File: src/design/sht_pkg.sv
`timescale 1ns / 1ps
// ----------------------------------------------------------------------------
// sht_pkg
// Shared types and constants for the two-wire humidity sensor master.
// ----------------------------------------------------------------------------
package sht_pkg;

    localparam int RESET_PULSES = 10;

    localparam int HALF_W  = 8;
    localparam int POLL_IW = 24;
    localparam int RETRY_W = 10;
    localparam int CFG_W   = 24;
    localparam int CFG_IW  = 2;
    localparam int WORD_W  = 16;

    localparam int QUEUE_DEPTH = 4;
    localparam int QUEUE_AW    = $clog2(QUEUE_DEPTH);

    localparam logic [HALF_W-1:0]  HALF_RESET  = 8'd8;
    localparam logic [POLL_IW-1:0] POLL_RESET  = 24'd24000;
    localparam logic [RETRY_W-1:0] RETRY_RESET = 10'd350;

    localparam logic [CFG_IW-1:0] CFG_HALF_PERIOD   = 2'd0;
    localparam logic [CFG_IW-1:0] CFG_POLL_INTERVAL = 2'd1;
    localparam logic [CFG_IW-1:0] CFG_RETRY_LIMIT   = 2'd2;

    typedef enum logic [1:0] {
        OP_SEND  = 2'd0,
        OP_READ  = 2'd1,
        OP_WAIT  = 2'd2,
        OP_RESET = 2'd3
    } t_op;

    // One classified tick as it travels from the front end to the sequencer.
    typedef struct packed {
        logic       start;
        t_op        op;
        logic [7:0] init_shift;
        logic       din;
    } t_tick_item;

    typedef struct packed {
        logic sclk;
        logic data_drive;
        logic data_level;
        logic busy;
        logic done;
        logic status;
        logic [WORD_W-1:0] read_value;
    } t_result;

endpackage

File: src/design/sht_front.sv
`timescale 1ns / 1ps
// ----------------------------------------------------------------------------
// sht_front
// Input side: takes tick items and classifies the command request carried
// with each one before it is queued.
// ----------------------------------------------------------------------------
module sht_front (
    input  logic                  i_valid,
    output logic                  o_ready,
    input  logic                  i_start_req,
    input  logic [1:0]            i_operation,
    input  logic [7:0]            i_cmd_byte,
    input  logic                  i_data_in,
    input  logic                  i_queue_full,
    output logic                  o_push,
    output sht_pkg::t_tick_item   o_item
);

    sht_pkg::t_op w_op;

    assign w_op    = sht_pkg::t_op'(i_operation);
    assign o_ready = !i_queue_full;
    assign o_push  = i_valid && !i_queue_full;

    always_comb begin
        o_item.start      = i_start_req;
        o_item.op         = w_op;
        // Only a send command loads its byte into the shifter.
        o_item.init_shift = (w_op == sht_pkg::OP_SEND) ? i_cmd_byte : 8'd0;
        o_item.din        = i_data_in;
    end

endmodule

File: src/design/sht_queue.sv
`timescale 1ns / 1ps
// ----------------------------------------------------------------------------
// sht_queue
// Short FIFO of classified tick items between the front end and the
// pin sequencer.
// ----------------------------------------------------------------------------
module sht_queue (
    input  logic                  i_clk,
    input  logic                  i_rst_n,
    input  logic                  i_push,
    input  sht_pkg::t_tick_item   i_item,
    input  logic                  i_pop,
    output logic                  o_full,
    output logic                  o_empty,
    output sht_pkg::t_tick_item   o_item
);

    sht_pkg::t_tick_item r_mem [sht_pkg::QUEUE_DEPTH];
    logic [sht_pkg::QUEUE_AW-1:0] r_wr_ptr;
    logic [sht_pkg::QUEUE_AW-1:0] r_rd_ptr;
    logic [sht_pkg::QUEUE_AW:0]   r_count;

    assign o_full  = (r_count == (sht_pkg::QUEUE_AW+1)'(sht_pkg::QUEUE_DEPTH));
    assign o_empty = (r_count == '0);
    assign o_item  = r_mem[r_rd_ptr];

    always_ff @(posedge i_clk) begin
        if (!i_rst_n) begin
            r_wr_ptr <= '0;
            r_rd_ptr <= '0;
            r_count  <= '0;
        end else begin
            if (i_push) begin
                r_wr_ptr <= r_wr_ptr + 1'b1;
            end
            if (i_pop) begin
                r_rd_ptr <= r_rd_ptr + 1'b1;
            end
            if (i_push && !i_pop) begin
                r_count <= r_count + 1'b1;
            end else if (!i_push && i_pop) begin
                r_count <= r_count - 1'b1;
            end
        end
    end

    always_ff @(posedge i_clk) begin
        if (i_push) begin
            r_mem[r_wr_ptr] <= i_item;
        end
    end

endmodule

File: src/design/sht_back.sv
`timescale 1ns / 1ps
// ----------------------------------------------------------------------------
// sht_back
// Pin sequencer: advances the bus state by one tick for each queued item
// and registers the pin levels and command status for that tick.
// ----------------------------------------------------------------------------
module sht_back (
    input  logic                          i_clk,
    input  logic                          i_rst_n,
    input  logic                          i_cfg_we,
    input  logic [sht_pkg::CFG_IW-1:0]    i_cfg_idx,
    input  logic [sht_pkg::CFG_W-1:0]     i_cfg_data,
    input  logic                          i_queue_empty,
    input  sht_pkg::t_tick_item           i_item,
    output logic                          o_pop,
    output logic                          o_valid,
    input  logic                          i_ready,
    output sht_pkg::t_result              o_result
);

    typedef enum logic [4:0] {
        PH_IDLE  = 5'd0,
        PH_S_PRE = 5'd1,
        PH_S_ST1 = 5'd2,
        PH_S_ST2 = 5'd3,
        PH_S_ST3 = 5'd4,
        PH_S_ST4 = 5'd5,
        PH_S_ST5 = 5'd6,
        PH_S_ST6 = 5'd7,
        PH_S_BV  = 5'd8,
        PH_S_BS  = 5'd9,
        PH_S_BH  = 5'd10,
        PH_S_AR  = 5'd11,
        PH_S_AH  = 5'd12,
        PH_S_AL  = 5'd13,
        PH_R_H   = 5'd14,
        PH_R_L   = 5'd15,
        PH_R_A1  = 5'd16,
        PH_R_A2  = 5'd17,
        PH_R_A3  = 5'd18,
        PH_R_A4  = 5'd19,
        PH_W_CHK = 5'd20,
        PH_W_DLY = 5'd21,
        PH_X_H   = 5'd22,
        PH_X_L   = 5'd23
    } t_phase;

    // Configuration registers.
    logic [sht_pkg::HALF_W-1:0]  r_half;
    logic [sht_pkg::POLL_IW-1:0] r_poll_ivl;
    logic [sht_pkg::RETRY_W-1:0] r_retry;

    // Sequencer state.
    t_phase                       r_phase,  n_phase;
    sht_pkg::t_op                 r_op,     n_op;
    logic [3:0]                   r_bit,    n_bit;
    logic [sht_pkg::WORD_W-1:0]   r_shift,  n_shift;
    logic [sht_pkg::POLL_IW-1:0]  r_tick,   n_tick;
    logic [sht_pkg::RETRY_W-1:0]  r_poll,   n_poll;
    logic                         r_status;

    logic                         r_out_valid;
    sht_pkg::t_result             r_result, n_result;

    // Working values after a possible command start.
    t_phase                       w_phase;
    sht_pkg::t_op                 w_op;
    logic [3:0]                   w_bit;
    logic [sht_pkg::WORD_W-1:0]   w_shift;
    logic [sht_pkg::POLL_IW-1:0]  w_tick;
    logic [sht_pkg::RETRY_W-1:0]  w_poll;
    logic                         w_status;
    logic                         w_status_adv;
    logic                         w_busy;
    logic [sht_pkg::POLL_IW-1:0]  w_dur_m1;
    logic                         w_seg_end;
    logic                         w_done;
    logic [sht_pkg::RETRY_W-1:0]  w_poll_inc;
    logic [2:0]                   w_prev_idx;
    logic                         w_cur_bit;
    logic                         w_prev_bit;
    logic                         w_ack;

    assign o_pop    = !i_queue_empty && (!r_out_valid || i_ready);
    assign o_valid  = r_out_valid;
    assign o_result = r_result;

    always_comb begin
        w_phase  = r_phase;
        w_op     = r_op;
        w_bit    = r_bit;
        w_shift  = r_shift;
        w_tick   = r_tick;
        w_poll   = r_poll;
        w_status = r_status;
        if (r_phase == PH_IDLE && i_item.start) begin
            w_op     = i_item.op;
            w_bit    = 4'd0;
            w_shift  = {8'd0, i_item.init_shift};
            w_tick   = '0;
            w_poll   = '0;
            w_status = 1'b0;
            unique case (i_item.op)
                sht_pkg::OP_SEND:  w_phase = PH_S_PRE;
                sht_pkg::OP_READ:  w_phase = PH_R_H;
                sht_pkg::OP_WAIT:  w_phase = PH_W_CHK;
                sht_pkg::OP_RESET: w_phase = PH_X_H;
                default:           w_phase = PH_IDLE;
            endcase
        end
    end

    assign w_busy     = (w_phase != PH_IDLE);
    assign w_prev_idx = 3'(w_bit - 4'd1);
    assign w_cur_bit  = w_shift[3'd7 - w_bit[2:0]];
    assign w_prev_bit = w_shift[3'd7 - w_prev_idx];
    assign w_ack      = (w_bit == 4'd0);
    assign w_poll_inc = w_poll + 1'b1;

    // A segment of zero length counts as one tick.
    always_comb begin
        priority if (w_phase == PH_W_CHK) begin
            w_dur_m1 = '0;
        end else if (w_phase == PH_W_DLY) begin
            w_dur_m1 = (r_poll_ivl == '0) ? '0 : r_poll_ivl - 1'b1;
        end else begin
            w_dur_m1 = (r_half == '0) ? '0
                     : {{(sht_pkg::POLL_IW-sht_pkg::HALF_W){1'b0}}, r_half - 1'b1};
        end
    end

    assign w_seg_end = w_busy && !(w_tick < w_dur_m1);

    // Pin levels for this tick.
    always_comb begin
        n_result            = '0;
        n_result.data_level = 1'b1;
        n_result.busy       = w_busy;
        unique case (w_phase)
            PH_S_PRE: n_result.data_drive = 1'b1;
            PH_S_ST1: begin
                n_result.sclk       = 1'b1;
                n_result.data_drive = 1'b1;
            end
            PH_S_ST2: begin
                n_result.sclk       = 1'b1;
                n_result.data_drive = 1'b1;
                n_result.data_level = 1'b0;
            end
            PH_S_ST3: begin
                n_result.data_drive = 1'b1;
                n_result.data_level = 1'b0;
            end
            PH_S_ST4: begin
                n_result.sclk       = 1'b1;
                n_result.data_drive = 1'b1;
                n_result.data_level = 1'b0;
            end
            PH_S_ST5: begin
                n_result.sclk       = 1'b1;
                n_result.data_drive = 1'b1;
            end
            PH_S_ST6: n_result.data_drive = 1'b1;
            PH_S_BV: begin
                // The previous bit is held while the clock is low; before the first bit, data is driven low.
                n_result.data_drive = 1'b1;
                n_result.data_level = (w_bit == 4'd0) ? 1'b0 : w_prev_bit;
            end
            PH_S_BS: begin
                n_result.data_drive = 1'b1;
                n_result.data_level = w_cur_bit;
            end
            PH_S_BH: begin
                n_result.sclk       = 1'b1;
                n_result.data_drive = 1'b1;
                n_result.data_level = w_cur_bit;
            end
            PH_S_AH: n_result.sclk = 1'b1;
            PH_R_H:  n_result.sclk = 1'b1;
            PH_R_A1: n_result.data_drive = 1'b1;
            PH_R_A2: begin
                n_result.data_drive = 1'b1;
                n_result.data_level = w_ack;
            end
            PH_R_A3: begin
                n_result.sclk       = 1'b1;
                n_result.data_drive = 1'b1;
                n_result.data_level = w_ack;
            end
            PH_X_H:  n_result.sclk = 1'b1;
            default: n_result.sclk = 1'b0;
        endcase
        n_result.done = w_done;
        if (w_done) begin
            n_result.status = (w_op == sht_pkg::OP_SEND || w_op == sht_pkg::OP_WAIT)
                            ? w_status_adv : 1'b0;
            n_result.read_value = (w_op == sht_pkg::OP_READ) ? n_shift : '0;
        end
    end

    // Count ticks within a segment; at segment end, move to the next phase.
    always_comb begin
        n_phase      = w_phase;
        n_op         = w_op;
        n_bit        = w_bit;
        n_shift      = w_shift;
        n_tick       = w_tick;
        n_poll       = w_poll;
        w_status_adv = w_status;
        w_done       = 1'b0;
        if (w_busy) begin
            if (!w_seg_end) begin
                n_tick = w_tick + 1'b1;
            end else begin
                n_tick = '0;
                unique case (w_phase)
                    PH_S_PRE: n_phase = PH_S_ST1;
                    PH_S_ST1: n_phase = PH_S_ST2;
                    PH_S_ST2: n_phase = PH_S_ST3;
                    PH_S_ST3: n_phase = PH_S_ST4;
                    PH_S_ST4: n_phase = PH_S_ST5;
                    PH_S_ST5: n_phase = PH_S_ST6;
                    PH_S_ST6: n_phase = PH_S_BV;
                    PH_S_BV:  n_phase = PH_S_BS;
                    PH_S_BS:  n_phase = PH_S_BH;
                    PH_S_BH: begin
                        if (w_bit >= 4'd7) begin
                            n_phase = PH_S_AR;
                        end else begin
                            n_bit   = w_bit + 4'd1;
                            n_phase = PH_S_BV;
                        end
                    end
                    PH_S_AR:  n_phase = PH_S_AH;
                    PH_S_AH: begin
                        w_status_adv = i_item.din;
                        n_phase      = PH_S_AL;
                    end
                    PH_S_AL:  w_done = 1'b1;
                    PH_R_H: begin
                        n_shift = {w_shift[sht_pkg::WORD_W-2:0], i_item.din};
                        n_phase = PH_R_L;
                    end
                    PH_R_L: begin
                        n_phase = (w_bit[2:0] == 3'd7) ? PH_R_A1 : PH_R_H;
                        n_bit   = w_bit + 4'd1;
                    end
                    PH_R_A1:  n_phase = PH_R_A2;
                    PH_R_A2:  n_phase = PH_R_A3;
                    PH_R_A3:  n_phase = PH_R_A4;
                    PH_R_A4: begin
                        // The bit counter wraps to zero after the second byte.
                        if (w_bit == 4'd0) begin
                            w_done = 1'b1;
                        end else begin
                            n_phase = PH_R_H;
                        end
                    end
                    PH_W_CHK: begin
                        priority if (w_poll >= r_retry) begin
                            w_status_adv = 1'b0;
                            w_done       = 1'b1;
                        end else if (!i_item.din) begin
                            w_status_adv = 1'b1;
                            w_done       = 1'b1;
                        end else begin
                            n_phase = PH_W_DLY;
                        end
                    end
                    PH_W_DLY: begin
                        n_poll  = w_poll_inc;
                        n_phase = PH_W_CHK;
                    end
                    PH_X_H:   n_phase = PH_X_L;
                    PH_X_L: begin
                        n_poll = w_poll_inc;
                        if (w_poll_inc >= sht_pkg::RETRY_W'(sht_pkg::RESET_PULSES)) begin
                            w_done = 1'b1;
                        end else begin
                            n_phase = PH_X_H;
                        end
                    end
                    default:  w_done = 1'b1;
                endcase
                if (w_done) begin
                    n_phase = PH_IDLE;
                end
            end
        end
    end

    always_ff @(posedge i_clk) begin
        if (!i_rst_n) begin
            r_half      <= sht_pkg::HALF_RESET;
            r_poll_ivl  <= sht_pkg::POLL_RESET;
            r_retry     <= sht_pkg::RETRY_RESET;
            r_phase     <= PH_IDLE;
            r_op        <= sht_pkg::OP_SEND;
            r_bit       <= '0;
            r_shift     <= '0;
            r_tick      <= '0;
            r_poll      <= '0;
            r_status    <= 1'b0;
            r_out_valid <= 1'b0;
            r_result    <= '0;
        end else begin
            if (i_cfg_we) begin
                unique case (i_cfg_idx)
                    sht_pkg::CFG_HALF_PERIOD:
                        r_half <= i_cfg_data[sht_pkg::HALF_W-1:0];
                    sht_pkg::CFG_POLL_INTERVAL:
                        r_poll_ivl <= i_cfg_data[sht_pkg::POLL_IW-1:0];
                    sht_pkg::CFG_RETRY_LIMIT:
                        r_retry <= i_cfg_data[sht_pkg::RETRY_W-1:0];
                    default: r_half <= r_half;
                endcase
            end
            if (o_pop) begin
                r_phase  <= n_phase;
                r_op     <= n_op;
                r_bit    <= n_bit;
                r_shift  <= n_shift;
                r_tick   <= n_tick;
                r_poll   <= n_poll;
                r_status <= w_status_adv;
                r_result <= n_result;
            end
            r_out_valid <= o_pop || (r_out_valid && !i_ready);
        end
    end

endmodule

File: src/design/two_wire_humidity_sensor_master_unit.sv
`timescale 1ns / 1ps
// ----------------------------------------------------------------------------
// two_wire_humidity_sensor_master_unit
// Tick-driven master for a two-wire humidity and temperature sensor bus.
// ----------------------------------------------------------------------------
// Each accepted item is one timing tick and yields exactly one result item
// with the clock and data pin levels for that tick and the command status.
// One item is taken per clock cycle while the input queue is not full. An
// accepted item is written into the input queue; when it reaches the head
// and no earlier result is still waiting, the sequencer registers its result.
// The four-entry queue lets the input side keep accepting while a result
// waits to be taken. Configuration registers (half period, poll interval,
// retry limit) are written through the plain write port and take effect on
// the next tick processed.
module two_wire_humidity_sensor_master_unit (
    input  logic                       i_clk,
    input  logic                       i_rst_n,
    input  logic                       i_valid,
    output logic                       o_ready,
    input  logic                       i_start_req,
    input  logic [1:0]                 i_operation,
    input  logic [7:0]                 i_cmd_byte,
    input  logic                       i_data_in,
    output logic                       o_valid,
    input  logic                       i_ready,
    output logic                       o_sclk,
    output logic                       o_data_drive,
    output logic                       o_data_level,
    output logic                       o_busy_res,
    output logic                       o_done_res,
    output logic                       o_status,
    output logic [15:0]                o_read_value,
    input  logic                       i_cfg_we,
    input  logic [sht_pkg::CFG_IW-1:0] i_cfg_idx,
    input  logic [sht_pkg::CFG_W-1:0]  i_cfg_data
);

    sht_pkg::t_tick_item w_push_item;
    sht_pkg::t_tick_item w_head_item;
    sht_pkg::t_result    w_result;
    logic                w_push;
    logic                w_pop;
    logic                w_full;
    logic                w_empty;

    sht_front u_front (
        .i_valid      (i_valid),
        .o_ready      (o_ready),
        .i_start_req  (i_start_req),
        .i_operation  (i_operation),
        .i_cmd_byte   (i_cmd_byte),
        .i_data_in    (i_data_in),
        .i_queue_full (w_full),
        .o_push       (w_push),
        .o_item       (w_push_item)
    );

    sht_queue u_queue (
        .i_clk   (i_clk),
        .i_rst_n (i_rst_n),
        .i_push  (w_push),
        .i_item  (w_push_item),
        .i_pop   (w_pop),
        .o_full  (w_full),
        .o_empty (w_empty),
        .o_item  (w_head_item)
    );

    sht_back u_back (
        .i_clk         (i_clk),
        .i_rst_n       (i_rst_n),
        .i_cfg_we      (i_cfg_we),
        .i_cfg_idx     (i_cfg_idx),
        .i_cfg_data    (i_cfg_data),
        .i_queue_empty (w_empty),
        .i_item        (w_head_item),
        .o_pop         (w_pop),
        .o_valid       (o_valid),
        .i_ready       (i_ready),
        .o_result      (w_result)
    );

    assign o_sclk       = w_result.sclk;
    assign o_data_drive = w_result.data_drive;
    assign o_data_level = w_result.data_level;
    assign o_busy_res   = w_result.busy;
    assign o_done_res   = w_result.done;
    assign o_status     = w_result.status;
    assign o_read_value = w_result.read_value;

endmodule

File: config.mk
export PLATFORM = sky130hd
export DESIGN_NAME = two_wire_humidity_sensor_master_unit
export DESIGN_NICKNAME = d
export VERILOG_FILES = /design/src/design/sht_pkg.sv /design/src/design/sht_front.sv /design/src/design/sht_queue.sv /design/src/design/sht_back.sv /design/src/design/two_wire_humidity_sensor_master_unit.sv
export SDC_FILE = /design/constraint.sdc
export NUM_CORES = 1
export LEC_CHECK = 0
export BUFFER_PORTS_ARGS = -buffer_cell sky130_fd_sc_hd__buf_2
export CAP_MARGIN = 0
export CELL_PAD_IN_SITES_DETAIL_PLACEMENT = 1
export CELL_PAD_IN_SITES_GLOBAL_PLACEMENT = 1
export CORE_MARGIN = 5
export CORE_UTILIZATION = 51
export CTS_CLUSTER_SIZE = 14
export DETAILED_ROUTE_END_ITERATION = 12
export PLACE_DENSITY_LB_ADDON = 0.1
export REMOVE_ABC_BUFFERS = 1
export SLEW_MARGIN = 5
export SYNTH_ARGS = -nofsm -noshare
export SYNTH_HDL_FRONTEND = slang
export SYNTH_HIERARCHICAL = 1
export SYNTH_SLANG_ARGS = --single-unit
File: constraint.sdc
create_clock -name i_clk -period 8.7 [get_ports i_clk]
set_input_delay 1.74 -clock i_clk [delete_from_list [all_inputs] [get_ports i_clk]]
set_output_delay 1.74 -clock i_clk [all_outputs]
set_load 0.005 [all_outputs]
Word-level counts from Yosys, hierarchy flattened
Memory sizes are Yosys's and may differ from the RTL's. A register that Yosys moved wholly into a read port is not among the register bits. Index checks and enable logic that the tools add are counted.

$add $sub $neg: 12. Magnitude comparators: 6. Equal/unequal tests: 31. Mux-type cells: 66. Reduce and logical (&&, ||, !) cells: 38.

Operators with widths (number): 24-bit 2-to-1 mux (6); 5-bit one-hot mux with 22 select lines (1); 16-bit 2-to-1 mux (5); 5-bit 2-to-1 mux (9); 5-bit == test, second input constant (8); 10-bit 2-to-1 mux (4); 5-bit by 4-bit == test with 1-bit output, second input constant (7); 24-bit by 1-bit adder with 24-bit output, second input constant (1); 24-bit zero test (1); 24-bit < comparator (1); 24-bit by 1-bit subtractor with 24-bit output, second input constant (1); 1-bit 2-to-1 mux (21); 5-bit by 3-bit == test with 1-bit output, second input constant (4); 5-bit one-hot mux with 4 select lines (1); 19-bit OR reduction (1); 17-bit 2-to-1 mux (1); 4-bit 2-to-1 mux (4); 8-bit 2-to-1 mux (2); 13-bit OR reduction (1); 10-bit by 1-bit adder with 10-bit output, second input constant (1); 5-bit by 2-bit == test with 1-bit output, second input constant (2); 10-bit greater-or-equal comparator (1); 10-bit by 4-bit greater-or-equal comparator with 1-bit output, second input constant (1); 3-bit by 5-bit < comparator with 1-bit output, second input constant (2); other kinds (31) (67).

Register bits: 134. RAM bits: 48. Input port bits: 43. Memories: 1.

Memory list: u_queue.r_mem (words 4, width 12, read ports 1, clocked after memory_dff 1, wr ports 1, line sht_queue.sv:18) `sht_pkg::t_tick_item r_mem [sht_pkg::QUEUE_DEPTH];`.

Logic depth before layout (Yosys ltp)
Gate-level depths: netlist (run 1).

Depth in word-level cells: 14. Depth in mapped cells: 19.

By module
The synthesis (run 1) kept the hierarchy.

Modules (own cells, without submodules): sht_back (times used 1, cells each 1084, area each 8310.5 um^2, sequential area each 2542.4 um^2); sht_queue (times used 1, cells each 105, area each 2180.8 um^2, sequential area each 1621.6 um^2); sht_front (times used 1, cells each 16, area each 162.7 um^2, sequential area each 0.0 um^2).

Worst setup path after synthesis (run 1)
OpenSTA, ideal clock, no wires.

Path type: register to register. Start: reg u_back/r_poll_ivl[0] (netlist bit). End: reg u_back.r_bit[1]. Arrival time: 4.540 ns. Data required time: 8.583 ns. Path slack: 4.043 ns. Stages on the path, launching flop included: 20. Period minus slack after synthesis: 4.657 ns. Cell sequence: dfxtp_1 > inv_1 > ha_1 > or4b_4 > or3b_1 > buf_2 > or2_2 > nor4_1 > mux2_2 > nand2_1 > ha_1 > nand4_1 > nor4_1 > nand2_1 > o311a_1 > and2_1 > buf_2 > nor3_1 > o21ai_0 > a32o_1.

Longest elaborated chain between the ends: 9. Elaborated cells between the ends (all ways): 10. Those cells by class: add/sub (1); order compare (1); mux (5); reduce/logical (3).

RTL lines: start: declaration (line sht_back.sv:50) `logic [sht_pkg::POLL_IW-1:0] r_poll_ivl;`; start signal: assignment (line sht_back.sv:295) `r_poll_ivl <= sht_pkg::POLL_RESET;`; start signal: assignment (line sht_back.sv:312) `r_poll_ivl <= i_cfg_data[sht_pkg::POLL_IW-1:0];`; 24-bit by 1-bit subtractor with 24-bit output / 24-bit zero test (equally long branches) (line sht_back.sv:125) `w_dur_m1 = (r_poll_ivl == '0) ? '0 : r_poll_ivl - 1'b1;`; 24-bit 2-to-1 mux * (line sht_back.sv:125); 24-bit 2-to-1 mux * (line sht_back.sv:124) `end else if (w_phase == PH_W_DLY) begin`; 24-bit 2-to-1 mux * (line sht_back.sv:122) `priority if (w_phase == PH_W_CHK) begin`; 24-bit < comparator * (line sht_back.sv:132) `assign w_seg_end = w_busy && !(w_tick < w_dur_m1);`; 1-bit zero test * (line sht_back.sv:132); 1-bit logical AND * (line sht_back.sv:132); 4-bit 2-to-1 mux * (line sht_back.sv:212) `if (!w_seg_end) begin`; 4-bit 2-to-1 mux * (line sht_back.sv:211) `if (w_busy) begin`; end signal: assignment (line sht_back.sv:321) `r_bit <= n_bit;`; end: declaration (line sht_back.sv:56) `logic [3:0] r_bit, n_bit;`.

Mark *: on every way between the ends. The rest lies on a longest branch, timed or not. A chain may end at the register's enable or synchronous reset.

==> metrics.yaml, run 1 <==
clock_network:
  root_buffer: "clkbuf_16"
  cts_setup_buffers: 0
  ctsResizeCount: 0
  numClockSinks: 184
  clk_path_buf_depth: 2
  insertion_delay_ns: 0.45
  clkTransAtPathRegs_ns: 0.08
  cts-hold-fix-buffers: 0
  cts_tree: "done"
  cts_htree_levels: 4
  numCtsBuffers: 17
sta:
  fin_crit_ns: 6.067
  fmax_ghz: 0.1648
  hold_violations: 0
  clock_skew_ns: 0.01856
  final.setup.tns_ns: 0
  slew_headroom: 0.3072
  timing.final.max_slew_violations: 0
  worst_pin_slew_ns: 1.013
  rsz0062_at_grt: "no"
  fin_crit_sh: 0.6973
  finalSetupViolations: 0
worst_setup_path:
  crit_type: "reg2reg"
  slowest_stage: "dfxtp_1"
  cp-end-kind: "flop"
  max_stage_delay_ns: 0.85
  crit_chain: "mux4_2, nor4b_2, nand2_1, buf_4, and2_1, ha_1, nand4_1, nor4_1, nand2_1, o311a_1, and2_1, o21ai_2, o21ba_2"
  worst_setup_path_start_kind: "flop"
  arrival_ns: 6.41
  cp.required_ns: 9.04
  critPathMaxFanout: 43
synth:
  synth_top_family_by_area: "simple AND/OR/NAND/NOR gates"
  yosys.area_share.simple: 0.2274
  avgSynthCellArea_um2: 8.841
  synth_seq_cells: 184
  ys_types: 89
  synthTopCellsByArea: "dfxtp_1, edfxtp_1, nand2_1"
  yosysTopAreaCellShare: 0.2555
  synth_area_um2: 10650
  yosys.area.top_type: "dfxtp_1"
  synthMuxAreaShare: 0.06870
  ys_warn_count: 6
  synthAdderAreaFrac: 0.05355
  synth_compound_area_frac: 0.1857
  synth_xor_area_frac: 0.02795
  ys.flop_type: "dfxtp_1"
  yosysSeqAreaShare: 0.3908
  synth_edf_count: 48
  synthCells: 1205
  synthArstFlopShare: 0
power_and_ir_drop:
  ir_drop_mv: 0.3089
  p_int_mw: 1.795
  pwr-share-seq: 0.331
  p_switching_mw: 1.398
  combPwrFrac: 0.410
  finalPower_mw: 3.194
  clockPowerShare: 0.259
  power_density_nw_per_um2: 273.1
  p_leak_nw: 4.473
  swShare: 0.4378
outcome:
  status: "finished, final reports clean"
route:
  drc: 0
  wl_per_cell_um: 20.12
  met1_length_mm: 13.65
  dr_wl_met3_mm: 1.540
  top_layer_used: "met4"
  drt-initial-drc-count: 736
  routed_via_density: 6.238
  dr.pass1.iters: 5
  vias: 9413
  finalWirelength_mm: 30.37
  wl_met2_mm: 14.65
  drtAntennaViolNets: 0
placed_design:
  dpl.hpwl_mm: 21.04
  place_congestion: 0.8929
  io_buffers: 66
grt:
  overflow: 0
  grt_pass1_vias: 9408
  grt_antenna_before_repair: 0
  grt_start_max_net_pins: 52
  grt_pass1_wl_mm: 49.62
  grtUsageTotal: 0.2523
worst_hold_path:
  hold_path.class: "reg2reg"
  hp-start: "u_back/o_result[11]"
cells_and_area:
  multi_input_area_um2: 6003
  antennaDiodeCount: 0
  seq_area_um2: 4164
  fill_cells: 2438
  final_util: 0.5724
  finalNetCount: 1314
  drive_above_1_share: 0.1364
  syn2layout_area_growth_pct: 9.759
floorplan:
  start_util: 0.5215
  core_area_um2: 20430
  row_count: 52
  io-pin-count: 67
  die_height_um: 154.5
  die_area_um2: 23880
  die_width_um: 154.5
job:
  cap_violations: 0
[metal layers]
metal,vias to the layer above,track usage
met1,4672,0.3443
met4,0,0.06476
met2,275,0.4174
met5,-,0
li1,4420,-
met3,46,0.04387
[synthesized netlist by cell type (all sizes together) (5+ instances only)]
library cell	n
or3	11
or4	7
and3	12
nand3	30
a21oi	82
edfxtp	48
mux4	20
nand2b	6
clkbuf	54
a31oi	20
nor2	91
buf	21
nor3b	13
nor4	12
nor3	29
a311oi	5
nand2	187
xnor2	14
nand4	14
mux2i	24
and2	46
ha	44
o22ai	6
a22oi	13
o211ai	10
dfxtp	136
o21ai	72
a211oi	9
o21a	5
nor2b	10
inv	36
a22o	15
o31ai	6
xor2	20
[through the flow]
| stage | area [um2] | instances | worst slack, ns | hold slack [ns] |
|---|---|---|---|---|
| after floorplan | 10310 | 1130 | 3.544 | 0.4363 |
| after global placement | 11060 | 1477 | 2.903 | 0.4323 |
| after detailed placement | 11060 | 1477 | 2.648 | 0.4416 |
| after CTS | 11690 | 1509 | 2.652 | 0.4596 |
| after global routing | 11690 | 1509 | 2.177 | 0.4808 |
| final | 11690 | 1509 | 2.633 | 0.4516 |
[critical path, delay by kind of cell (launching register included)]
family,cells,cell delay (ns)
DFF,1,0.85
muxes,1,0.46
buffers and inverters,1,0.39
adders and majority gates,1,0.30
AOI/OAI and AO/OA,3,1.53
and+or+nand+nor,7,2.42
[path summary, 6_finish.rpt]
check	end	slack [ns]	depth (start not counted)
worst max register to register	u_back/r_tick[22]	2.63	13
worst min register to register	u_back/o_result[11]	0.45	2
worst min-delay path	u_back/o_result[11]	0.45	2
worst max-delay path	u_back/r_tick[22]	2.63	13
[sequential cells by signal (all words and copies together), names as in the netlist, named ones only]
| name | count |
|---|---|
| u_queue/r_wr_ptr | 2 |
| u_back/r_tick | 24 |
| u_queue/r_mem | 48 |
| u_back/r_retry | 10 |
| u_back/r_op | 2 |
| u_back/r_status | 1 |
| u_back/r_half | 8 |
| u_queue/r_count | 3 |
| u_back/r_bit | 4 |
| u_back/r_phase | 5 |
| u_back/r_poll_ivl | 24 |
| u_queue/r_rd_ptr | 2 |
| u_back/r_shift | 16 |
| u_back/o_result | 22 |
| u_back/o_valid | 1 |
| u_back/r_poll | 10 |
[final cells by class]
cell class              count  share of cell area
clock inverters            15             0.01776
clock buffers              17             0.03638
flip-flops and latches    184              0.3561
well taps                 270             0.02889
multi-input cells         908              0.5134
inverters                  38             0.01220
repair buffers             77             0.03531
[power groups by stage]
stage | combinational [mW] | clock, mW | sequential [mW]
3_5_place_dp | 1.27 | 0 | 1.07
3_3_place_gp | 1.24 | 0 | 1.07
5_1_grt | 1.41 | 0.886 | 1.07
6_report | 1.31 | 0.828 | 1.06
4_1_cts | 1.28 | 0.849 | 1.06
2_1_floorplan | 0.845 | 0 | 1.06
[placed cells by master (no fill, tap or decap), types with 14 or more instances in the layout]
| cell type | count |
|---|---|
| a21oi_1 | 81 |
| a22o_1 | 15 |
| a31oi_1 | 20 |
| and2_1 | 42 |
| buf_2 | 66 |
| clkbuf_16 | 17 |
| dfxtp_1 | 136 |
| edfxtp_1 | 48 |
| ha_1 | 44 |
| inv_1 | 35 |
| mux2i_1 | 24 |
| mux4_2 | 18 |
| nand2_1 | 185 |
| nand3_1 | 30 |
| nand4_1 | 14 |
| nor2_1 | 90 |
| nor3_1 | 29 |
| o21ai_0 | 61 |
| xnor2_1 | 14 |
| xor2_1 | 20 |
[logic make-up (layout without fill, tap and decap cells)]
kind of cell | Yosys count | in the layout
DFF | 184 | 184
muxes | 47 | 47
and+or+nand+nor | 486 | 486
AOI/OAI and AO/OA | 296 | 296
xor gates and xnor gates | 34 | 34
buffers and inverters | 113 | 147
adders and majority gates | 45 | 45
Power figures use the tool's default switching activity.
==> inputs of run 2 (changes only) <==
--- a/config.mk
+++ b/config.mk
@@ -5,12 +5,13 @@
 export SDC_FILE = /design/constraint.sdc
 export NUM_CORES = 1
 export LEC_CHECK = 0
+export ABC_AREA = 1
 export BUFFER_PORTS_ARGS = -buffer_cell sky130_fd_sc_hd__buf_2
 export CAP_MARGIN = 0
 export CELL_PAD_IN_SITES_DETAIL_PLACEMENT = 1
 export CELL_PAD_IN_SITES_GLOBAL_PLACEMENT = 1
 export CORE_MARGIN = 5
-export CORE_UTILIZATION = 51
+export CORE_UTILIZATION = 41
 export CTS_CLUSTER_SIZE = 14
 export DETAILED_ROUTE_END_ITERATION = 12
 export PLACE_DENSITY_LB_ADDON = 0.1
==> constraint.sdc (replaced) <==
create_clock -name i_clk -period 5.1 [get_ports i_clk]
set_input_delay 1.02 -clock i_clk [delete_from_list [all_inputs] [get_ports i_clk]]
set_output_delay 1.02 -clock i_clk [all_outputs]
set_load 0.005 [all_outputs]
==> metrics.yaml, run 2 <==
outcome:
  status: "finished, final reports clean"
synth:
  yosysSeqAreaShare: 0.3640  # -0.02685
  yosys.area.top_type: "dfxtp_1"
  yosysTopAreaCellShare: 0.2380  # -0.01755
  synthArstFlopShare: 0  # unchanged
  synth_common_cells: "nand2_1, inv_1, nor2_1"
  synth_edf_count: 48  # unchanged
  synthTopCellsByArea: "dfxtp_1, edfxtp_1, nand2_1"
  avgSynthCellArea_um2: 6.933  # -22%
  ys_types: 59  # -34%
  ys.flop_type: "dfxtp_1"
  ys_warn_count: 6  # unchanged
  synth_seq_cells: 184  # unchanged
  synthCells: 1650  # +37%
  synth_area_um2: 11440  # +7.4%
  synth.most_common_cell: "nand2_1"
sta:
  hold_violations: 0  # unchanged
  worst_pin_slew_ns: 0.9044  # -0.1086 ns
  fin_crit_sh: 0.9072  # +0.2099
  fin_crit_ns: 4.627  # -1.440 ns
  finalSetupViolations: 0  # unchanged
  slew_headroom: 0.3971  # +0.08988
  timing.final.max_slew_violations: 0  # unchanged
  fmax_ghz: 0.2161  # +31%
  holdWs_ns: 0.4652  # +0.01363 ns
  clock_skew_ns: 0.01831  # -0.0002522 ns
  rsz0062_at_grt: "no"
cells_and_area:
  final_common_cell: "nand2_1"
  largest_register: "u_queue/r_mem"
  reg_top3: "u_queue/r_mem (48), u_back/r_poll_ivl (24), u_back/r_tick (24)"
  largest_reg_flops: 48  # unchanged
  antennaDiodeCount: 0  # unchanged
  drive_above_1_share: 0.1188  # -0.01758
  finalNetCount: 1775  # +35%
  layout_common_cells: "nand2_1, inv_1, nor2_1, dfxtp_1, o21ai_0"
  syn2layout_area_growth_pct: 11.18
  fill_cells: 3603  # +48%
clock_network:
  cts_htree_levels: 4  # unchanged
  root_buffer: "clkbuf_16"
  clkTransAtPathRegs_ns: 0.08  # about the same
  cts-hold-fix-buffers: 0  # unchanged
  numCtsBuffers: 17  # unchanged
  cts_tree: "done"
  insertion_delay_ns: 0.45  # about the same
  clk_path_buf_depth: 2  # unchanged
  numClockSinks: 184  # unchanged
worst_setup_path:
  arrival_ns: 4.96  # -1.45 ns
  reg2reg_slack_ns: 0.47  # -2.16 ns
  worst_setup_path_start_kind: "flop"
  cp-end-kind: "flop"
  cp.required_ns: 5.43  # -3.61 ns
  critPathMaxFanout: 25  # -42%
  r2r_end: "u_back/r_shift[15]"
  reg2regPathDepth: 26  # +13
  crit_type: "reg2reg"
power_and_ir_drop:
  ir_drop_mv: 0.4439  # +44%
  finalPower_mw: 8.879  # +180%
  power_density_nw_per_um2: 698.1  # +160%
  pwr-share-seq: 0.223  # -0.108
  clockPowerShare: 0.156  # -0.103
  p_int_mw: 4.129  # +130%
  p_leak_nw: 5.949  # +33%
  combPwrFrac: 0.620  # +0.210
  p_switching_mw: 4.750  # +240%
  swShare: 0.5350  # +0.09716
route:
  drc: 0  # unchanged
  drt-initial-drc-count: 453  # -38%
  dr.pass1.iters: 4  # -1
  wl_per_cell_um: 15.83  # -21%
  routed_via_density: 5.119  # -18%
  drtAntennaViolNets: 0  # unchanged
  vias: 10638  # +13%
  finalWirelength_mm: 32.89  # +8.3%
worst_hold_path:
  hold_path.class: "reg2reg"
  hp-start: "u_back/o_result[7]"
  whs_path_depth: 2  # unchanged
  hold-path-endpoint: "u_back/o_result[7]"
floorplan:
  die_width_um: 177.0  # +15%
  die_area_um2: 31340  # +31%
  die_height_um: 177.0  # +15%
  start_util: 0.4129  # -0.1086
  core_area_um2: 27710  # +36%
  row_count: 61  # +17%
  io-pin-count: 67  # unchanged
placed_design:
  dpl.hpwl_mm: 23.49  # +12%
  io_buffers: 66  # unchanged
  place_congestion: 0.8484  # -5.0%
grt:
  grt_pass1_vias: 11044  # +17%
  grt_pass1_wl_mm: 54.99  # +11%
  overflow: 0  # unchanged
  grtUsageTotal: 0.2141  # -0.03821
  grt_antenna_before_repair: 1  # +1
  grt_start_max_net_pins: 79  # +52%
job:
  cap_violations: 0  # unchanged
run 2: final cells by class:
cell class              instances  area, um2  share of cell area
multi-input cells            1163       6087              0.4786
clock inverters                15      181.4             0.01426
clock buffers                  17      425.4             0.03345
well taps                     378      473.0             0.03719
inverters                     234      880.8             0.06926
flip-flops and latches        184       4167              0.3276
repair buffers                 87      504.2             0.03965
run 2: worst max path at each step:
stage,endpoint,depth (start not counted),slack (ns),from
3_5_place_dp,u_back/o_result[11],23,-0.14,flop
6_report,u_back/r_shift[15],26,0.47,flop
4_1_cts,u_back/r_tick[17],25,0.07,flop
3_3_place_gp,u_back/o_result[10],23,0.06,flop
5_1_grt,u_back/r_shift[15],26,0.02,flop
2_1_floorplan,u_back/o_result[10],10,-1.47,i_ready
run 2: through the flow:
stage               cell area [um2]  worst slack [ns]    util  TNS (ns)  instances
detailed placement            12050           -0.1366  0.4350    -1.465       2045
CTS                           12680           0.06962  0.4577         0       2078
floorplan                     11080            -1.471       -    -73.58       1581
global placement              12050           0.06435  0.4350         0       2045
finish                        12720            0.4730  0.4591         0       2078
global route                  12720           0.01877  0.4591         0       2078
run 2: repair_timing:
item,4_1_cts,5_1_grt
pin swaps,1,0
endpoints found under the setup margin,19,72
buffers inserted,1,0
resized for setup,1,9
run 2: kinds of logic (layout without fill, tap and decap cells):
group / count (synthesis) / after routing / synth area share
xor gates and xnor gates: 35 / 35 / 0.02680
buffers and inverters: 303 / 353 / 0.1081
AOI/OAI and AO/OA: 321 / 321 / 0.1543
and+or+nand+nor: 762 / 762 / 0.2969
adders and majority gates: 45 / 45 / 0.04987
DFF: 184 / 184 / 0.3640
run 2: metal layers:
metal | up-vias | part of all wire | global-route usage
li1 | 5442 | - | -
met1 | 5073 | 0.49 | 0.2893
met2 | 108 | 0.48 | 0.3707
met3 | 15 | 0.026 | 0.02863
met4 | 0 | 0.0074 | 0.03836
met5 | - | 0 | 0
run 2: power by group through the flow:
stage / sequential (mW) / combinational [mW] / clock, mW
after floorplan: 1.97 / 3.73 / 0
after detailed placement: 2.01 / 5.40 / 0
after CTS: 1.98 / 5.45 / 1.43
after global routing: 2.02 / 6.24 / 1.49
final: 1.98 / 5.51 / 1.39
after global placement: 2.00 / 5.31 / 0
run 2: critical path, cell delays in order, from the launching register on:
cell      delay, ns
dfxtp_2        0.46
o21ai_0        0.13
o22ai_1        0.17
inv_1          0.07
nor2_2         0.21
nand3_4        0.16
nand2_1        0.11
nand2_2        0.13
nor2_8         0.20
nand3_4        0.15
a21oi_4        0.20
a21boi_0       0.18
o21ai_0        0.11
ha_1           0.30
a21oi_1        0.13
o21a_1         0.12
nor2_1         0.03
or4_1          0.49
a21oi_1        0.22
nand2_4        0.14
nand2_8        0.20
buf_4          0.22
nand2_1        0.11
nand2_1        0.08
nand2_1        0.05
nand2_1        0.09
inv_1          0.04
==> inputs of run 3 (changes only) <==
--- a/config.mk
+++ b/config.mk
@@ -10,8 +10,9 @@
 export CAP_MARGIN = 0
 export CELL_PAD_IN_SITES_DETAIL_PLACEMENT = 1
 export CELL_PAD_IN_SITES_GLOBAL_PLACEMENT = 1
-export CORE_MARGIN = 5
+export CORE_MARGIN = 2
 export CORE_UTILIZATION = 41
+export CTS_BUF_LIST = sky130_fd_sc_hd__clkbuf_16
 export CTS_CLUSTER_SIZE = 14
 export DETAILED_ROUTE_END_ITERATION = 12
 export PLACE_DENSITY_LB_ADDON = 0.1
==> metrics.yaml, run 3 (synthesis results as in run 2) <==
worst_setup_path:
  cp-end-kind: "flop"
  slowest_stage: "or4_1"
  arrival_ns: 4.98  # +0.02 ns
  worst-path-buf-inv: 5  # +2
  critical-path-top-delay-family: "simple AND/OR/NAND/NOR gates"
  reg2reg_slack_ns: 0.40  # -0.07 ns
  crit_type: "reg2reg"
  max_stage_delay_ns: 0.49  # about the same
  cp.required_ns: 5.38  # -0.05 ns
  critPathMaxFanout: 32  # +28%
  worst_setup_path_start_kind: "flop"
  path_common_cell: "a21oi_1"
power_and_ir_drop:
  combPwrFrac: 0.627  # +0.007
  power_density_nw_per_um2: 701.2  # +0.43%
  clockPowerShare: 0.151  # -0.005
  p_switching_mw: 4.766  # +0.34%
  p_leak_nw: 5.941  # -0.13%
  swShare: 0.5351  # about the same
  ir_drop_mv: 0.6520  # +47%
  pwr-share-seq: 0.222  # about the same
  p_int_mw: 4.141  # +0.29%
cells_and_area:
  largest_reg_flops: 48  # unchanged
  fill_cells: 3598  # -0.14%
  final_common_cell: "nand2_1"
  reg_top3: "u_queue/r_mem (48), u_back/r_poll_ivl (24), u_back/r_tick (24)"
  drive_above_1_share: 0.1176  # -0.001176
  multi_input_area_um2: 6082  # about the same
  largest_register: "u_queue/r_mem"
  syn2layout_area_growth_pct: 11.05
  layout_common_cells: "nand2_1, inv_1, nor2_1, dfxtp_1, o21ai_0"
  final_util: 0.4598  # +0.0007240
  finalNetCount: 1775  # unchanged
  seq_area_um2: 4165  # about the same
  antennaDiodeCount: 0  # unchanged
grt:
  overflow: 0  # unchanged
  grt_antenna_before_repair: 0  # -1
  grt_start_max_net_pins: 79  # unchanged
  grt_pass1_vias: 10983  # -0.55%
  grtUsageTotal: 0.2370  # +0.02290
  grt_pass1_wl_mm: 55.48  # +0.90%
floorplan:
  die_area_um2: 29250  # -6.7%
  io-pin-count: 67  # unchanged
  die_width_um: 171.0  # -3.4%
  row_count: 61  # unchanged
  die_height_um: 171.0  # -3.4%
  core_area_um2: 27630  # -0.28%
  start_util: 0.4140  # +0.001141
outcome:
  status: "finished, final reports clean"
route:
  routed_via_density: 5.167  # +0.93%
  drtAntennaViolNets: 0  # unchanged
  drc: 0  # unchanged
  dr.pass1.iters: 5  # +1
  drt-initial-drc-count: 488  # +7.7%
  finalWirelength_mm: 33.31  # +1.3%
  wl_per_cell_um: 16.03  # +1.3%
  vias: 10737  # +0.93%
sta:
  holdWs_ns: 0.4506  # -0.01466 ns
  fin_crit_sh: 0.9209  # +0.01361
  hold_violations: 0  # unchanged
  finalSetupViolations: 0  # unchanged
  fmax_ghz: 0.2129  # -1.5%
  timing.final.max_slew_violations: 0  # unchanged
  slew_headroom: 0.3321  # -0.06493
  worst_pin_slew_ns: 1.000  # +0.09593 ns
  clock_skew_ns: 0.01655  # -0.001762 ns
  fin_crit_ns: 4.696  # +0.06943 ns
clock_network:
  clk_path_buf_depth: 2  # unchanged
  insertion_delay_ns: 0.45  # about the same
  numClockSinks: 184  # unchanged
  root_buffer: "clkbuf_16"
  clkTransAtPathRegs_ns: 0.08  # about the same
  cts-hold-fix-buffers: 0  # unchanged
  numCtsBuffers: 17  # unchanged
  cts_tree: "done"
  cts_htree_levels: 4  # unchanged
placed_design:
  io_buffers: 66  # unchanged
  dpl.hpwl_mm: 23.88  # +1.7%
  place_congestion: 0.8697  # +2.5%
job:
  cap_violations: 0  # unchanged
worst_hold_path:
  hold_path.class: "reg2reg"
-- run 3: timing repair --
item                                    4_1_cts  5_1_grt
endpoints found under the setup margin        8       78
pin swaps                                     1        0
setup buffers                                 1        0
hold endpoints to repair                      0        0
resized for setup                             0       12
-- run 3: cell type report --
cell class              instances  area share
clock buffers                  17     0.03349
well taps                     378     0.03723
multi-input cells            1163      0.4788
inverters                     234     0.06934
clock inverters                15     0.01231
flip-flops and latches        184      0.3279
repair buffers                 87     0.04097
-- run 3: per-stage QoR --
step                      setup WS (ns)  power, mW  cells  setup TNS, ns  cell area, um2
after floorplan                  -1.471      5.701   1581         -73.58           11080
after global placement           0.2260      7.294   2045              0           12050
after detailed placement       0.005999      7.420   2045              0           12050
after CTS                        0.1241      8.825   2078              0           12650
after global routing           -0.02137      9.782   2078       -0.04279           12700
final                            0.4036      8.907   2078              0           12700
-- run 3: metal layers --
metal  track usage  part of all wire  up-vias
met4       0.05158            0.0083        0
li1              -                 -     5442
met3       0.03215             0.020       20
met1        0.3151              0.49     5179
met5             0                 0        -
met2        0.4090              0.48       96
-- run 3: worst paths after layout --
path | from | end | depth (start not counted)
max | flop | u_back/o_result[9] | 27
min | u_queue/r_rd_ptr[1] | flop | 1
max reg2reg | flop | u_back/o_result[9] | 27
min reg2reg | u_queue/r_rd_ptr[1] | flop | 1
-- run 3: power by group through the flow --
stage | combinational (mW) | sequential [mW] | clock, mW
after floorplan | 3.73 | 1.97 | 0
after global placement | 5.30 | 2.00 | 0
after detailed placement | 5.41 | 2.01 | 0
after CTS | 5.46 | 1.98 | 1.39
after global routing | 6.33 | 2.02 | 1.43
final | 5.59 | 1.98 | 1.34
